## src/cpad_pkg.sv

```systemverilog
// Shared constants and types for the command packet actuator driver.
`timescale 1ns / 1ps

package cpad_pkg;

  localparam int TIME_BITS_DEF = 32;

  localparam logic [7:0] START_BYTE = 8'hAA;
  localparam logic [2:0] LAST_DATA_COUNT = 3'd5;

  // Configuration register indexes
  localparam logic [2:0] CFG_STEP_INTERVAL = 3'd0;
  localparam logic [2:0] CFG_LINK_TIMEOUT  = 3'd1;
  localparam logic [2:0] CFG_CENTER_ANGLE  = 3'd2;
  localparam logic [2:0] CFG_LEFT_ANGLE    = 3'd3;
  localparam logic [2:0] CFG_RIGHT_ANGLE   = 3'd4;

  localparam logic [7:0]  STEP_INTERVAL_RST = 8'd3;
  localparam logic [15:0] LINK_TIMEOUT_RST  = 16'd500;
  localparam logic [7:0]  CENTER_ANGLE_RST  = 8'd96;
  localparam logic [7:0]  LEFT_ANGLE_RST    = 8'd65;
  localparam logic [7:0]  RIGHT_ANGLE_RST   = 8'd127;

  localparam logic signed [7:0] SPEED_MAX = 8'sd100;
  localparam logic signed [7:0] SPEED_MIN = -8'sd100;
  localparam logic [7:0]        ANGLE_MAX = 8'd180;

  // floor(x * 255 / 100) as (x * DUTY_RECIP) >> 22, exact for x up to 100
  localparam logic [23:0] DUTY_RECIP = 24'd10695720;
  // floor(x / 100) as (x * DIV100_RECIP) >> 22, exact for x up to 25500
  localparam logic [15:0] DIV100_RECIP = 16'd41944;
  localparam int          RECIP_SHIFT = 22;

  typedef struct packed {
    logic [7:0] fwd_duty;
    logic [7:0] rev_duty;
    logic [7:0] angle;
    logic [3:0] pan_coils;
    logic [3:0] tilt_coils;
    logic       accepted;
    logic       bad;
  } result_t;

endpackage

```

## src/command_packet_actuator_driver.sv

```systemverilog
// Each accepted word's result is registered, into the skid entry if the output is stalled.
// Throughput: one word per cycle while the skid entry is empty; each update is one logic pass.
// A two-entry output buffer lets input accept one more word while the output is stalled.
// Reset (synchronous, rst high) clears parser, time, stepper and drive state, sets the
// angle to 96 and loads the configuration defaults; no clearing pass is needed.
`timescale 1ns / 1ps

module command_packet_actuator_driver
  import cpad_pkg::*;
#(
  parameter int TIME_BITS = TIME_BITS_DEF
) (
  input  logic        clk,
  input  logic        rst,
  input  logic        cfg_we,
  input  logic [2:0]  cfg_index,
  input  logic [15:0] cfg_data,
  input  logic        in_valid,
  output logic        in_ready,
  input  logic        op,
  input  logic [7:0]  rx_byte,
  output logic        out_valid,
  input  logic        out_ready,
  output logic [7:0]  motor_fwd_duty,
  output logic [7:0]  motor_rev_duty,
  output logic [7:0]  servo_angle,
  output logic [3:0]  pan_coils,
  output logic [3:0]  tilt_coils,
  output logic        packet_accepted,
  output logic        checksum_error
);

  typedef logic [TIME_BITS-1:0] time_t;

  // configuration
  logic [7:0]  step_interval_ms;
  logic [15:0] link_timeout_ms;
  logic [7:0]  center_angle;
  logic [7:0]  left_angle;
  logic [7:0]  right_angle;

  // state
  logic             rx_active, rx_active_next;
  logic [2:0]       rx_count, rx_count_next;
  logic [7:0]       field_bytes [4];
  logic [7:0]       running_xor, running_xor_next;
  time_t            now_ms, now_ms_next;
  time_t            last_packet_ms, last_packet_ms_next;
  logic             packet_seen, packet_seen_next;
  logic signed [7:0] pan_direction, pan_direction_next;
  logic signed [7:0] tilt_direction, tilt_direction_next;
  logic [1:0]       pan_phase, pan_phase_next;
  logic [1:0]       tilt_phase, tilt_phase_next;
  time_t            pan_last_step_ms, pan_last_step_ms_next;
  time_t            tilt_last_step_ms, tilt_last_step_ms_next;
  logic [3:0]       pan_coil_reg, pan_coil_reg_next;
  logic [3:0]       tilt_coil_reg, tilt_coil_reg_next;
  logic [7:0]       fwd_duty_reg, fwd_duty_reg_next;
  logic [7:0]       rev_duty_reg, rev_duty_reg_next;
  logic [7:0]       angle_reg, angle_reg_next;

  // output buffer
  result_t main_res, skid_res, new_res;
  logic    skid_valid;
  logic    accept, pop;

  assign in_ready = !skid_valid;
  assign accept   = in_valid && in_ready;
  assign pop      = out_valid && out_ready;

  function automatic logic signed [7:0] clamp100(input logic signed [7:0] v);
    logic signed [7:0] r;
    r = v;
    if (v > SPEED_MAX) r = SPEED_MAX;
    if (v < SPEED_MIN) r = SPEED_MIN;
    return r;
  endfunction

  function automatic logic [6:0] mag7(input logic signed [7:0] v);
    logic [7:0] m;
    m = v[7] ? 8'(-v) : 8'(v);
    return m[6:0];
  endfunction

  function automatic logic [7:0] duty_of(input logic [6:0] mag);
    logic [30:0] p;
    p = 31'(mag) * 31'(DUTY_RECIP);
    return p[RECIP_SHIFT+7:RECIP_SHIFT];
  endfunction

  function automatic logic [7:0] div100(input logic [14:0] x);
    logic [30:0] p;
    p = 31'(x) * 31'(DIV100_RECIP);
    return p[RECIP_SHIFT+7:RECIP_SHIFT];
  endfunction

  function automatic logic [7:0] saturate_angle(input logic signed [9:0] a);
    logic [7:0] r;
    if (a < 10'sd0) r = 8'd0;
    else if (a > $signed({2'b00, ANGLE_MAX})) r = ANGLE_MAX;
    else r = a[7:0];
    return r;
  endfunction

  // Steering angle from a raw steer byte, truncating the scaled offset toward zero
  function automatic logic [7:0] steer_angle(input logic signed [7:0] steer,
                                             input logic [7:0] c,
                                             input logic [7:0] l,
                                             input logic [7:0] r);
    logic signed [7:0] s;
    logic signed [9:0] diff;
    logic [8:0]        dmag9;
    logic [14:0]       prod;
    logic [7:0]        q;
    logic              neg;
    logic signed [9:0] a;
    s     = clamp100(steer);
    diff  = s[7] ? ($signed({2'b00, c}) - $signed({2'b00, l}))
                 : ($signed({2'b00, r}) - $signed({2'b00, c}));
    dmag9 = diff[9] ? 9'(-diff) : 9'(diff);
    prod  = 15'(mag7(s)) * 15'(dmag9[7:0]);
    q     = div100(prod);
    neg   = s[7] ^ diff[9];
    a     = neg ? ($signed({2'b00, c}) - $signed({2'b00, q}))
                : ($signed({2'b00, c}) + $signed({2'b00, q}));
    return saturate_angle(a);
  endfunction

  // per-word state update
  always_comb begin
    logic signed [7:0] s_drive;
    logic [7:0]        duty;
    time_t             elapsed;
    rx_active_next         = rx_active;
    rx_count_next          = rx_count;
    running_xor_next       = running_xor;
    now_ms_next            = now_ms;
    last_packet_ms_next    = last_packet_ms;
    packet_seen_next       = packet_seen;
    pan_direction_next     = pan_direction;
    tilt_direction_next    = tilt_direction;
    pan_phase_next         = pan_phase;
    tilt_phase_next        = tilt_phase;
    pan_last_step_ms_next  = pan_last_step_ms;
    tilt_last_step_ms_next = tilt_last_step_ms;
    pan_coil_reg_next      = pan_coil_reg;
    tilt_coil_reg_next     = tilt_coil_reg;
    fwd_duty_reg_next      = fwd_duty_reg;
    rev_duty_reg_next      = rev_duty_reg;
    angle_reg_next         = angle_reg;
    new_res.accepted       = 1'b0;
    new_res.bad            = 1'b0;
    s_drive                = clamp100($signed(field_bytes[0]));
    duty                   = duty_of(mag7(s_drive));
    elapsed                = '0;

    if (!op) begin
      if (!rx_active) begin
        if (rx_byte == START_BYTE) begin
          rx_active_next   = 1'b1;
          rx_count_next    = 3'd1;
          running_xor_next = START_BYTE;
        end
      end else if (rx_count < LAST_DATA_COUNT) begin
        running_xor_next = running_xor ^ rx_byte;
        rx_count_next    = rx_count + 3'd1;
      end else begin
        if (running_xor == rx_byte) begin
          fwd_duty_reg_next   = (s_drive > 8'sd0) ? duty : 8'd0;
          rev_duty_reg_next   = (s_drive < 8'sd0) ? duty : 8'd0;
          angle_reg_next      = steer_angle($signed(field_bytes[1]), center_angle,
                                            left_angle, right_angle);
          pan_direction_next  = $signed(field_bytes[2]);
          tilt_direction_next = $signed(field_bytes[3]);
          last_packet_ms_next = now_ms;
          packet_seen_next    = 1'b1;
          new_res.accepted    = 1'b1;
        end else begin
          new_res.bad = 1'b1;
        end
        rx_active_next = 1'b0;
        rx_count_next  = 3'd0;
      end
    end else begin
      now_ms_next = now_ms + time_t'(1);
      if (pan_direction != 8'sd0 &&
          (now_ms_next - pan_last_step_ms) >= time_t'(step_interval_ms)) begin
        pan_last_step_ms_next = now_ms_next;
        pan_phase_next        = pan_direction[7] ? pan_phase - 2'd1 : pan_phase + 2'd1;
        pan_coil_reg_next     = 4'b0001 << pan_phase_next;
      end
      if (tilt_direction != 8'sd0 &&
          (now_ms_next - tilt_last_step_ms) >= time_t'(step_interval_ms)) begin
        tilt_last_step_ms_next = now_ms_next;
        tilt_phase_next        = tilt_direction[7] ? tilt_phase - 2'd1 : tilt_phase + 2'd1;
        tilt_coil_reg_next     = 4'b0001 << tilt_phase_next;
      end
      elapsed = now_ms_next - last_packet_ms;
      // link lost: stop the drive, center the steering, hold the coils
      if (packet_seen && elapsed > time_t'(link_timeout_ms)) begin
        fwd_duty_reg_next   = 8'd0;
        rev_duty_reg_next   = 8'd0;
        angle_reg_next      = saturate_angle($signed({2'b00, center_angle}));
        pan_direction_next  = 8'sd0;
        tilt_direction_next = 8'sd0;
      end
    end

    new_res.fwd_duty   = fwd_duty_reg_next;
    new_res.rev_duty   = rev_duty_reg_next;
    new_res.angle      = angle_reg_next;
    new_res.pan_coils  = pan_coil_reg_next;
    new_res.tilt_coils = tilt_coil_reg_next;
  end

  always_ff @(posedge clk) begin
    if (rst) begin
      step_interval_ms <= STEP_INTERVAL_RST;
      link_timeout_ms  <= LINK_TIMEOUT_RST;
      center_angle     <= CENTER_ANGLE_RST;
      left_angle       <= LEFT_ANGLE_RST;
      right_angle      <= RIGHT_ANGLE_RST;
    end else if (cfg_we) begin
      unique case (cfg_index)
        CFG_STEP_INTERVAL: step_interval_ms <= cfg_data[7:0];
        CFG_LINK_TIMEOUT:  link_timeout_ms  <= cfg_data;
        CFG_CENTER_ANGLE:  center_angle     <= cfg_data[7:0];
        CFG_LEFT_ANGLE:    left_angle       <= cfg_data[7:0];
        CFG_RIGHT_ANGLE:   right_angle      <= cfg_data[7:0];
        default: ;
      endcase
    end
  end

  always_ff @(posedge clk) begin
    if (rst) begin
      rx_active         <= 1'b0;
      rx_count          <= 3'd0;
      running_xor       <= 8'd0;
      now_ms            <= '0;
      last_packet_ms    <= '0;
      packet_seen       <= 1'b0;
      pan_direction     <= 8'sd0;
      tilt_direction    <= 8'sd0;
      pan_phase         <= 2'd0;
      tilt_phase        <= 2'd0;
      pan_last_step_ms  <= '0;
      tilt_last_step_ms <= '0;
      pan_coil_reg      <= 4'd0;
      tilt_coil_reg     <= 4'd0;
      fwd_duty_reg      <= 8'd0;
      rev_duty_reg      <= 8'd0;
      angle_reg         <= CENTER_ANGLE_RST;
    end else if (accept) begin
      rx_active         <= rx_active_next;
      rx_count          <= rx_count_next;
      running_xor       <= running_xor_next;
      now_ms            <= now_ms_next;
      last_packet_ms    <= last_packet_ms_next;
      packet_seen       <= packet_seen_next;
      pan_direction     <= pan_direction_next;
      tilt_direction    <= tilt_direction_next;
      pan_phase         <= pan_phase_next;
      tilt_phase        <= tilt_phase_next;
      pan_last_step_ms  <= pan_last_step_ms_next;
      tilt_last_step_ms <= tilt_last_step_ms_next;
      pan_coil_reg      <= pan_coil_reg_next;
      tilt_coil_reg     <= tilt_coil_reg_next;
      fwd_duty_reg      <= fwd_duty_reg_next;
      rev_duty_reg      <= rev_duty_reg_next;
      angle_reg         <= angle_reg_next;
    end
  end

  // data bytes of the packet, no reset
  always_ff @(posedge clk) begin
    if (accept && !op && rx_active && rx_count < LAST_DATA_COUNT) begin
      field_bytes[2'(rx_count - 3'd1)] <= rx_byte;
    end
  end

  // output register plus skid entry
  always_ff @(posedge clk) begin
    if (rst) begin
      out_valid  <= 1'b0;
      skid_valid <= 1'b0;
    end else if (skid_valid) begin
      if (pop) begin
        skid_valid <= 1'b0;
      end
    end else if (accept) begin
      if (out_valid && !out_ready) begin
        skid_valid <= 1'b1;
      end
      out_valid <= 1'b1;
    end else if (pop) begin
      out_valid <= 1'b0;
    end
  end

  always_ff @(posedge clk) begin
    if (skid_valid) begin
      if (pop) main_res <= skid_res;
    end else if (accept) begin
      if (out_valid && !out_ready) skid_res <= new_res;
      else main_res <= new_res;
    end
  end

  assign motor_fwd_duty  = main_res.fwd_duty;
  assign motor_rev_duty  = main_res.rev_duty;
  assign servo_angle     = main_res.angle;
  assign pan_coils       = main_res.pan_coils;
  assign tilt_coils      = main_res.tilt_coils;
  assign packet_accepted = main_res.accepted;
  assign checksum_error  = main_res.bad;

  a_skid_needs_main: assert property (@(posedge clk) disable iff (rst)
    skid_valid |-> out_valid) else $error("skid entry held without output word");

  a_stall_fills_skid: assert property (@(posedge clk) disable iff (rst)
    (accept && out_valid && !out_ready) |=> skid_valid)
    else $error("word accepted under stall not held in skid");

  a_coils_onehot: assert property (@(posedge clk) disable iff (rst)
    $onehot0(pan_coil_reg) && $onehot0(tilt_coil_reg))
    else $error("coil pattern not one-hot");

  a_parser_count: assert property (@(posedge clk) disable iff (rst)
    (rx_active == (rx_count != 3'd0)) && (rx_count <= LAST_DATA_COUNT))
    else $error("parser count inconsistent with active flag");

  a_pulse_exclusive: assert property (@(posedge clk) disable iff (rst)
    out_valid |-> !(packet_accepted && checksum_error))
    else $error("accept and checksum error in one word");

endmodule

```

## config.mk

```make
export PLATFORM = sky130hd
export DESIGN_NAME = command_packet_actuator_driver
export DESIGN_NICKNAME = d
export VERILOG_FILES = /design/src/cpad_pkg.sv /design/src/command_packet_actuator_driver.sv
export SDC_FILE = /design/constraint.sdc
export NUM_CORES = 1
export LEC_CHECK = 0
export ABC_CLOCK_PERIOD_IN_PS = 28900
export BUFFER_PORTS_ARGS = -buffer_cell sky130_fd_sc_hd__buf_2
export CAP_MARGIN = 20
export CORE_ASPECT_RATIO = 1.1
export CORE_MARGIN = 4
export CORE_UTILIZATION = 49
export CTS_BUF_LIST = sky130_fd_sc_hd__clkbuf_4 sky130_fd_sc_hd__clkbuf_8
export DETAILED_ROUTE_END_ITERATION = 7
export GPL_TIMING_DRIVEN = 0
export PLACE_DENSITY = 0.65
export SKIP_LAST_GASP = 1
export SYNTH_ARGS = -nofsm -noshare
export SYNTH_HDL_FRONTEND = slang
export SYNTH_SLANG_ARGS = --single-unit
```

## constraint.sdc

```tcl
create_clock -name clk -period 28.9 [get_ports clk]
set_input_delay 5.78 -clock clk [delete_from_list [all_inputs] [get_ports clk]]
set_output_delay 5.78 -clock clk [all_outputs]
set_load 0.05 [all_outputs]
```

== After elaboration in Yosys (flattened, before gate mapping) ==
Memory sizes are Yosys's and may differ from the RTL's.
Index checks and enable logic that the tools add are counted.
Widths: inputs -> output; s select.
Word-level totals
  logic and storage cells: 200
  bits in writable memories: 32
  output and inout port bits: 36
  bits of input ports: 33
  register bits: 311
  memories: 1
Memory list
  field_bytes: depth 4, width 8, read ports 4, clocked after memory_dff 0, write ports 1, RTL line command_packet_actuator_driver.sv:45  | logic [7:0] field_bytes [4];
Operators by class
  magnitude comparators: 13
  $add $sub $neg: 17
  equal/unequal tests: 11
  bitwise logic cells: 5
  shifts and indexed selects: 2
  multiply operators: 3
  reduce and logical (&&, ||, !) cells: 36
  muxes and demuxes: 74
Operators by type and width (count)
  $mux 8: 41
  $mux 34: 4
  $sub 32x32->32: 3
  $ge 32x8->1: 2
  $add 32x1->32 const B: 1
  $gt 32x16->1: 1
  $mul 15x13->27 const B: 1
  $mul 7x21->27 const B: 1
  $sub 8x8->9: 3
  $gt 8x8->1 const B: 3
  $mux 10: 2
  $lt 8x8->1 const B: 2
  $mux 4: 4
  $reduce_and 2->1: 8
  $reduce_bool 8->1: 2
  $mul 7x8->15: 1
  $reduce_and 3->1: 5
  $mux 7: 2
  $neg 7->7: 2
  $mux 1: 13
  $gt 10x9->1 const B: 1
  $lt 10x1->1 const B: 1
  $mux 2: 5
  $reduce_and 5->1: 2
  other kinds (25): 51

== Logic depth before layout (Yosys ltp) ==
Gate-level depths: netlist of run 1.
An unclocked memory read counts as a cell.
  depth after elaboration: 25
  gate-level depth with buffers: 60
  depth with buffers taken out: 59

== Least setup slack after synthesis of run 1 ==
No wires, ideal clock.
  kind: register to register
  start: mem field_bytes[1][7]
  end: reg main_res, in the netlist servo_angle[1], data pin
  stages on the path, launching flop included: 54
  setup time: 0.260 ns
  required time: 28.640 ns
  period minus slack after synthesis: 13.576 ns
  path slack: 15.324 ns
  arrival: 13.316 ns
  path buffers: 3
  path through: edfxtp_1 > buf_1 > buf_1 > a31oi_1 > nand2_1 > ha_1 > nand3b_1 > o311ai_0 > o21ai_1 > or2_2 > fa_1 > fa_1 > inv_1 > fa_1 > inv_1 > fa_1 > inv_1 > ha_1 > (+18 left out) > o31ai_1 > a21oi_1 > nor2b_1 > or3_1 > and2_1 > ha_1 > clkbuf_1 > and3_1 > a221o_1 > o31ai_1 > nor4_1 > a21o_1 > mux2_2 > or4_1 > o221ai_1 > nor2_1 > a221o_1 > mux2_2
RTL lines
  start: declaration: RTL line command_packet_actuator_driver.sv:45
  end signal: assignment: RTL line command_packet_actuator_driver.sv:303  | if (pop) main_res <= skid_res;
  end signal: assignment: RTL line command_packet_actuator_driver.sv:306  | else main_res <= new_res;
  end: declaration: RTL line command_packet_actuator_driver.sv:63  | result_t main_res, skid_res, new_res;

== Final worst setup path of run 1 ==
  start: reg center_angle[1]
  end: reg main_res, in the netlist servo_angle[1], data pin
Between the ends
  word-level cells in the longest chain between the ends: 18
  elaborated cells on any way between the ends: 25
  those cells by class: 5 x add/sub; 2 x mul; 3 x order compare; 14 x mux; 1 x bitwise
Ends and longest elaborated chain
  start: declaration: RTL line command_packet_actuator_driver.sv:38  | logic [7:0] center_angle;
  start signal: assignment: RTL line command_packet_actuator_driver.sv:227  | CFG_CENTER_ANGLE: center_angle <= cfg_data[7:0];
  $sub 8x8->9 (on tied branches): RTL line command_packet_actuator_driver.sv:119, command_packet_actuator_driver.sv:118
  $mux 10: RTL line command_packet_actuator_driver.sv:118  | diff = s[7] ? ($signed({2'b00, c}) - $signed({2'b00, l}))
  $neg 8->8: RTL line command_packet_actuator_driver.sv:120  | dmag9 = diff[9] ? 9'(-diff) : 9'(diff);
  $mux 8: RTL line command_packet_actuator_driver.sv:120
  $mul 7x8->15: RTL line command_packet_actuator_driver.sv:121  | prod = 15'(mag7(s)) * 15'(dmag9[7:0]);
  $mul 15x13->27: RTL line command_packet_actuator_driver.sv:93  | p = 31'(x) * 31'(DIV100_RECIP);
  $add 8x8->9 / $sub 8x8->9 (equally long branches): RTL line command_packet_actuator_driver.sv:125, command_packet_actuator_driver.sv:124
  $mux 10: RTL line command_packet_actuator_driver.sv:124  | a = neg ? ($signed({2'b00, c}) - $signed({2'b00, q}))
  (+3 left out)
  $mux 8: RTL line command_packet_actuator_driver.sv:168  | if (running_xor == rx_byte) begin
  $mux 8: RTL line command_packet_actuator_driver.sv:164  | end else if (rx_count < LAST_DATA_COUNT) begin
  $mux 8: RTL line command_packet_actuator_driver.sv:158  | if (!rx_active) begin
  $mux 8 *: RTL line command_packet_actuator_driver.sv:157  | if (!op) begin
  named net angle_reg_next[1]: RTL line command_packet_actuator_driver.sv:60  | logic [7:0] angle_reg, angle_reg_next;
  $mux 34 *: RTL line command_packet_actuator_driver.sv:305  | if (out_valid && !out_ready) skid_res <= new_res;
  $mux 34 *: RTL line command_packet_actuator_driver.sv:304  | end else if (accept) begin
  $mux 34 *: RTL line command_packet_actuator_driver.sv:302  | if (skid_valid) begin
The timed path passes the listed nets; every way through them passes the cells marked *. The select of a mux whose other input is x is not followed.
A chain may end at the register's enable or synchronous reset.

==> impl_summary.log, run 1 <==
[metrics] sum of negative setup slack: 0 ns
[metrics] Hold Vio Cnt, Final: 0
[metrics] Syn. warnings: 0
[metrics] top-level port count: 69
[metrics] largest area contributor in the netlist: sky130_fd_sc_hd__dfxtp_1
[metrics] cell at the root of the clock tree: sky130_fd_sc_hd__clkbuf_8
[metrics] number of fillers in the final layout: 5,675
[metrics] Die Span Y: 265 um
[metrics] shortest clock period the worst path allows after layout: 15.65 ns
[metrics] launch point of the critical path: center_angle[1]$_SDFFE_PP0P_
[metrics] setup repair after global routing missed its margin: no
[metrics] final routed wirelength across all metal layers: 84.2 mm
[metrics] largest cells by area after synthesis: sky130_fd_sc_hd__dfxtp_1 (16%), sky130_fd_sc_hd__ha_1 (15%), sky130_fd_sc_hd__edfxtp_1 (10%), sky130_fd_sc_hd__fa_1 (7.5%), sky130_fd_sc_hd__inv_1 (4.9%)
[metrics] Top FF cell, synth: sky130_fd_sc_hd__dfxtp_1
[metrics] slew margin rel.: 0.284
[metrics] first-pass GRT wire length: 132 mm
[metrics] CP required: 29.32 ns
[metrics] Final Cycle Share: 0.542
[metrics] worst hold slack across all endpoints: 0.450 ns
[metrics] Chip Width: 242 um
[metrics] cell count after synthesis: 3,470
[metrics] capture point of the critical path: servo_angle[1]$_DFFE_PP_
[metrics] CP startpoint kind: register
[metrics] clock insertion delay at the later pin of the skew report: 0.67 ns
[metrics] largest net degree at the start of global routing: 35
[metrics] setup repair bufs after CTS: 0
[metrics] worst stage delay on the critical path: ~0.8 ns
[metrics] max FFs per register: 34
[metrics] htree depth: 2
[metrics] clock tree from TritonCTS: built
[metrics] reg2reg setup slack: between 10 and 15 ns
[metrics] number of resized instances in the post-cts repair step: 0
[metrics] startpoint of the most critical register-to-register path: center_angle[1]$_SDFFE_PP0P_
[metrics] top cell types by occurrence after synthesis: sky130_fd_sc_hd__inv_1 (388), sky130_fd_sc_hd__ha_1 (364), sky130_fd_sc_hd__nand2_1 (320), sky130_fd_sc_hd__a21oi_1 (290), sky130_fd_sc_hd__dfxtp_1 (243)
[metrics] worst setup skew after layout: ~0.028 ns
[metrics] number of sinks on the clock net: ~340
[metrics] worst setup path category: register to register
[metrics] cell type of the slowest stage on the worst timing path: sky130_fd_sc_hd__xor2_1
[metrics] gr ovfl total: 0
[metrics] routed len/inst: around 19 um
[metrics] drt pass-1 iters: 5
[metrics] number of cell instances on the worst register-to-register path: 54
[metrics] post-synthesis async set-or-reset flop share: 0
[metrics] class of the worst hold path: register to register
[metrics] clock slew at the register clock pins of the worst setup and hold paths: 0.06 ns
[metrics] number of buffers created by CTS: 59
[metrics] reg-to-reg critical path endpoint: servo_angle[1]$_DFFE_PP_
[metrics] initial core utilization: 0.494
[metrics] result of the run: finished, final reports clean
[metrics] proportion of layout cells with a drive suffix above 1: 0.0820
[metrics] dominant cell type by count on the critical path: sky130_fd_sc_hd__fa_1
[metrics] die outline area: 64,200 sq um
[metrics] top-area cell type share of the netlist area: 0.165
[metrics] HPWL after DPL: 67.1 mm
[metrics] mean number of vias per cell: 5.71
[metrics] number of flops mapped to enable cells by yosys: 100
[metrics] core area: ~60,000 sq um
[metrics] arrival time worst endpoint: 16.08 ns
[metrics] number of max-slew violations in the final report: 0
[metrics] global placer's final weighted congestion: 0.896
[metrics] pin slew with the least headroom to its limit: 1.07 ns
[metrics] PortBufs: 67
[metrics] number of unique standard cell types used by synthesis: 88
[metrics] most common cell in the synthesized netlist: sky130_fd_sc_hd__inv_1
[metrics] drc violations: 0
[metrics] total routing usage reported by global routing: 0.255
[metrics] Clock Path Buffers: 3
[metrics] highest fanout seen on the critical path: 10
[metrics] maximum frequency from static timing analysis: 63.9 MHz
[metrics] kind of end point of the critical path: register
[metrics] number of global-route vias before repair: 24,300
[metrics] initial antenna violation count: 9
[metrics] Core Rows: 94
[metrics] final standard cell utilization of the core: 0.539
[metrics] cts-stage hold buffer count: 0
[metrics] setup-violating endpoint count in the final report: 0
[metrics] Mapped Area: 29,500 sq um
[metrics] post-synthesis register bit count: 343
[metrics] average cell area after synthesis: 8.51 sq um
[metrics] syn nets: 3,978
[metrics] number of DRC violations after detailed-routing iteration 0: about 1,800
[metrics] DRT antenna net count: 0
[metrics] area delta synth->final: 9.15%
[metrics] DR vias: about 25,000
[metrics] max_cap viols: 0
[metrics] final net count: ~4,100
[metrics] register area share after synthesis: 0.266
[metrics] most flop-heavy register: skid_res
[per-layer routing]
metal / global-route usage / share of wire
met1: 0.317 / 0.42
met3: 0.0298 / 0.042
met5: 0 / 0.00050
met2: 0.449 / 0.49
met4: 0.112 / 0.044
[final cells by class]
type	instances	area [sq um]	share of cell area
tap	768	961	0.0298
multi-input combinational	2598	19700	0.610
inverter	389	1460	0.0453
buffer	140	564	0.0175
timing repair buffer	68	355	0.0110
clock buffer	95	1190	0.0369
sequential	343	7870	0.244
clock inverter	14	164	0.00509
antenna	6	15.0	0.000466
[worst max-delay path: cells and delay by family, from the launching register on]
family	cells	cell delay, ns
compound gates	18	4.22
mux	2	0.61
flops	1	0.60
xor+xnor	3	1.47
fa+ha+maj	13	5.72
simple gates	11	2.03
buf+inv	7	0.75
[cell families after synthesis]
family                   share of synthesized area
flip-flops                                   0.266
XOR/XNOR                                    0.0495
buffers and inverters                       0.0686
AND/OR/NAND/NOR                              0.167
multiplexers                                0.0255
adder cells (fa/ha/maj)                      0.230
AO/OA/AOI/OAI                                0.193
[layout by cell type (no fill, tap or decap), drive strengths merged, types with 86 or more instances in the layout]
| master | instances |
|---|---|
| o21ai | 142 |
| dfxtp | 243 |
| a21o | 86 |
| a21oi | 291 |
| nor2 | 238 |
| nand3 | 89 |
| inv | 390 |
| ha | 364 |
| nand2 | 320 |
| buf | 98 |
| xnor2 | 103 |
| clkbuf | 205 |
| edfxtp | 100 |
| fa | 111 |
[worst min-delay path by stage]
stage                                      from                              to  slack, ns  cells after the start
floorplan           field_bytes[2][0]$_DFFE_PP_   pan_direction[0]$_SDFFE_PP0P_       0.44                      1
global placement    field_bytes[2][2]$_DFFE_PP_   pan_direction[2]$_SDFFE_PP0P_       0.44                      1
detailed placement  field_bytes[3][0]$_DFFE_PP_  tilt_direction[0]$_SDFFE_PP0P_       0.44                      1
CTS                 field_bytes[3][0]$_DFFE_PP_  tilt_direction[0]$_SDFFE_PP0P_       0.45                      1
global route        field_bytes[2][6]$_DFFE_PP_   pan_direction[6]$_SDFFE_PP0P_       0.47                      1
finish              field_bytes[3][2]$_DFFE_PP_  tilt_direction[2]$_SDFFE_PP0P_       0.45                      1
[through the flow]
stage / instance area (sq um) / instances / setup slack [ns]
3_5_place_dp: 30900 / 4306 / 13.36
2_1_floorplan: 29500 / 3470 / 15.32
3_3_place_gp: 30800 / 4305 / 13.39
6_report: 32200 / 4421 / 13.25
4_1_cts: 32200 / 4415 / 13.31
5_1_grt: 32200 / 4421 / 12.25
Power of run 1 is not shown: default switching activity piles up to over one toggle a cycle in this logic, so the estimate is an artifact.
==> run 2: changes to the inputs <==
--- a/config.mk
+++ b/config.mk
@@ -5,7 +5,7 @@
 export SDC_FILE = /design/constraint.sdc
 export NUM_CORES = 1
 export LEC_CHECK = 0
-export ABC_CLOCK_PERIOD_IN_PS = 28900
+export ABC_CLOCK_PERIOD_IN_PS = 16400
 export BUFFER_PORTS_ARGS = -buffer_cell sky130_fd_sc_hd__buf_2
 export CAP_MARGIN = 20
 export CORE_ASPECT_RATIO = 1.1
==> constraint.sdc (replaced) <==
create_clock -name clk -period 16.4 [get_ports clk]
set_input_delay 3.28 -clock clk [delete_from_list [all_inputs] [get_ports clk]]
set_output_delay 3.28 -clock clk [all_outputs]
set_load 0.05 [all_outputs]
==> run 2 against run 1 <==
Register-to-register slack lost 12 ns. Clock skew down 0.0022 ns. Highest routed layer unchanged. Global-route usage is the same.
==> impl_summary.log, run 2 (synthesized netlist as in run 1, its figures left out) <==
[metrics] drc violations: 0 (unchanged)
[metrics] cell at the root of the clock tree: sky130_fd_sc_hd__clkbuf_8 (unchanged)
[metrics] largest net degree at the start of global routing: 35 (unchanged)
[metrics] dpl cell area: 30,900 sq um (unchanged)
[metrics] final net count: 4,107 (unchanged)
[metrics] gr ovfl total: 0 (unchanged)
[metrics] number of sinks on the clock net: 343 (unchanged)
[metrics] Clock Path Buffers: 3 (unchanged)
[metrics] class of the worst hold path: register to register (unchanged)
[metrics] highest fanout seen on the critical path: 10 (unchanged)
[metrics] mean number of vias per cell: 5.73 (was 5.71)
[metrics] htree depth: 2 (unchanged)
[metrics] number of global-route vias before repair: 24,300 (unchanged)
[metrics] shortest clock period the worst path allows after layout: 15.37 ns (was 15.65 ns)
[metrics] sum of negative setup slack: 0 ns (unchanged)
[metrics] setup repair after global routing missed its margin: no (unchanged)
[metrics] worst setup skew after layout: 0.0255 ns (was 0.0277 ns)
[metrics] dominant cell type by count on the critical path: sky130_fd_sc_hd__fa_1 (unchanged)
[metrics] Core Rows: 94 (unchanged)
[metrics] number of buffers and inverters on the critical path: 9 (was 7)
[metrics] Final Cycle Share: 0.937 (was 0.542)
[metrics] PortBufs: 67 (unchanged)
[metrics] slew margin rel.: 0.328 (was 0.284)
[metrics] CP startpoint kind: register (unchanged)
[metrics] proportion of layout cells with a drive suffix above 1: 0.0828 (was 0.0820)
[metrics] commonest non-fill, non-tap cell in the layout: sky130_fd_sc_hd__inv_1 (unchanged)
[metrics] Chip Width: 242 um (unchanged)
[metrics] number of DRC violations after detailed-routing iteration 0: 1,714 (was 1,757)
[metrics] setup repair bufs after CTS: 0 (unchanged)
[metrics] maximum frequency from static timing analysis: 65.0 MHz (was 63.9 MHz)
[metrics] number of resized instances in the post-cts repair step: 0 (unchanged)
[metrics] CP required: 16.82 ns (was 29.32 ns)
[metrics] final standard cell utilization of the core: 0.540 (was 0.539)
[metrics] worst stage delay on the critical path: 0.64 ns (was 0.81 ns)
[metrics] top-level port count: 69 (unchanged)
[metrics] die outline area: 64,200 sq um (unchanged)
[metrics] most flop-heavy register: skid_res (unchanged)
[metrics] max FFs per register: 34 (unchanged)
[metrics] worst setup path category: register to register (unchanged)
[metrics] global placer's final weighted congestion: 0.896 (unchanged)
[metrics] Post-Layout Cell Count: 4,421 (unchanged)
[metrics] initial antenna violation count: 9 (unchanged)
[metrics] HPWL after DPL: 67.1 mm (unchanged)
[metrics] kind of end point of the critical path: register (unchanged)
[metrics] Non-Filler Cell Area, Final: 32,200 sq um (about the same)
[metrics] DR vias: 25,300 (was 25,200)
[metrics] setup-violating endpoint count in the final report: 0 (unchanged)
[metrics] clock slew at the register clock pins of the worst setup and hold paths: 0.06 ns (about the same)
[metrics] number of fillers in the final layout: 5,671 (was 5,675)
[metrics] first-pass GRT wire length: 132 mm (unchanged)
[metrics] final routed wirelength across all metal layers: 84.1 mm (was 84.2 mm)
[metrics] clock insertion delay at the later pin of the skew report: 0.67 ns (about the same)
[metrics] number of buffers created by CTS: 59 (unchanged)
[metrics] cell type of the slowest stage on the worst timing path: sky130_fd_sc_hd__xnor2_1 (was sky130_fd_sc_hd__xor2_1)
[metrics] total routing usage reported by global routing: 0.255 (unchanged)
[metrics] routed len/inst: 19.0 um (about the same)
[metrics] number of max-slew violations in the final report: 0 (unchanged)
[metrics] CP top delay family: adder cells (unchanged)
[metrics] area delta synth->final: 9.23% (was 9.15%)
[metrics] Die Span Y: 265 um (unchanged)
[metrics] clock tree from TritonCTS: built (unchanged)
[metrics] Hold Vio Cnt, Final: 0 (unchanged)
[metrics] core area: 59,700 sq um (unchanged)
[metrics] drt pass-1 iters: 5 (unchanged)
[metrics] cts-stage hold buffer count: 0 (unchanged)
[metrics] initial core utilization: 0.494 (unchanged)
[metrics] most used cells in the layout excluding fill and tap cells: sky130_fd_sc_hd__inv_1 (388), sky130_fd_sc_hd__ha_1 (364), sky130_fd_sc_hd__nand2_1 (320) (unchanged)
[metrics] cell count after placement: 4,306 (unchanged)
[metrics] pin slew with the least headroom to its limit: 1.00 ns (was 1.07 ns)
[metrics] DRT antenna net count: 0 (unchanged)
[metrics] result of the run: finished, final reports clean (unchanged)
[metrics] max_cap viols: 0 (unchanged)
[metrics] arrival time worst endpoint: 15.80 ns (was 16.08 ns)
run 2: changes by cell type in the layout (fill, tap and decap cells not counted):
cell                      previous run  this run
sky130_fd_sc_hd__xnor2_2             2         3
sky130_fd_sc_hd__xor2_1             62        60
sky130_fd_sc_hd__xnor2_1           101       100
sky130_fd_sc_hd__xor2_2              0         2
run 2: cell type report:
class,instances,area (sq um),area share
Antenna cell,6,15.0,0.000466
Buffer,140,564,0.0175
Clock buffer,95,1190,0.0369
Clock inverter,14,164,0.00508
Inverter,389,1460,0.0453
Multi-Input combinational cell,2598,19700,0.610
Sequential cell,343,7870,0.244
Tap cell,768,961,0.0298
Timing Repair Buffer,68,355,0.0110
run 2: metal layers:
layer / share of wire / GRT usage / routed length (um)
met1: 0.42 / 0.317 / 35200
met2: 0.49 / 0.449 / 41400
met3: 0.045 / 0.0298 / 3780
met4: 0.043 / 0.112 / 3640
met5: 0.00050 / 0 / 42
run 2: stage by stage:
stage | worst slack [ns] | hold slack (ns)
6_report | 1.03 | 0.449
2_1_floorplan | 2.82 | 0.436
3_3_place_gp | 0.888 | 0.438
3_5_place_dp | 0.865 | 0.440
5_1_grt | 0.0864 | 0.467
4_1_cts | 0.808 | 0.453
run 2: worst paths after layout:
check / from / slack, ns / cells past startpoint / end
worst min-delay path: field_bytes[3][2]$_DFFE_PP_ / 0.45 / 1 / tilt_direction[2]$_SDFFE_PP0P_
worst max-delay path: center_angle[0]$_SDFFE_PP0P_ / 1.03 / 58 / servo_angle[0]$_DFFE_PP_
worst max register to register: center_angle[0]$_SDFFE_PP0P_ / 1.03 / 58 / servo_angle[0]$_DFFE_PP_
worst min register to register: field_bytes[3][2]$_DFFE_PP_ / 0.45 / 1 / tilt_direction[2]$_SDFFE_PP0P_
Power of run 2 is left out for the same reason.
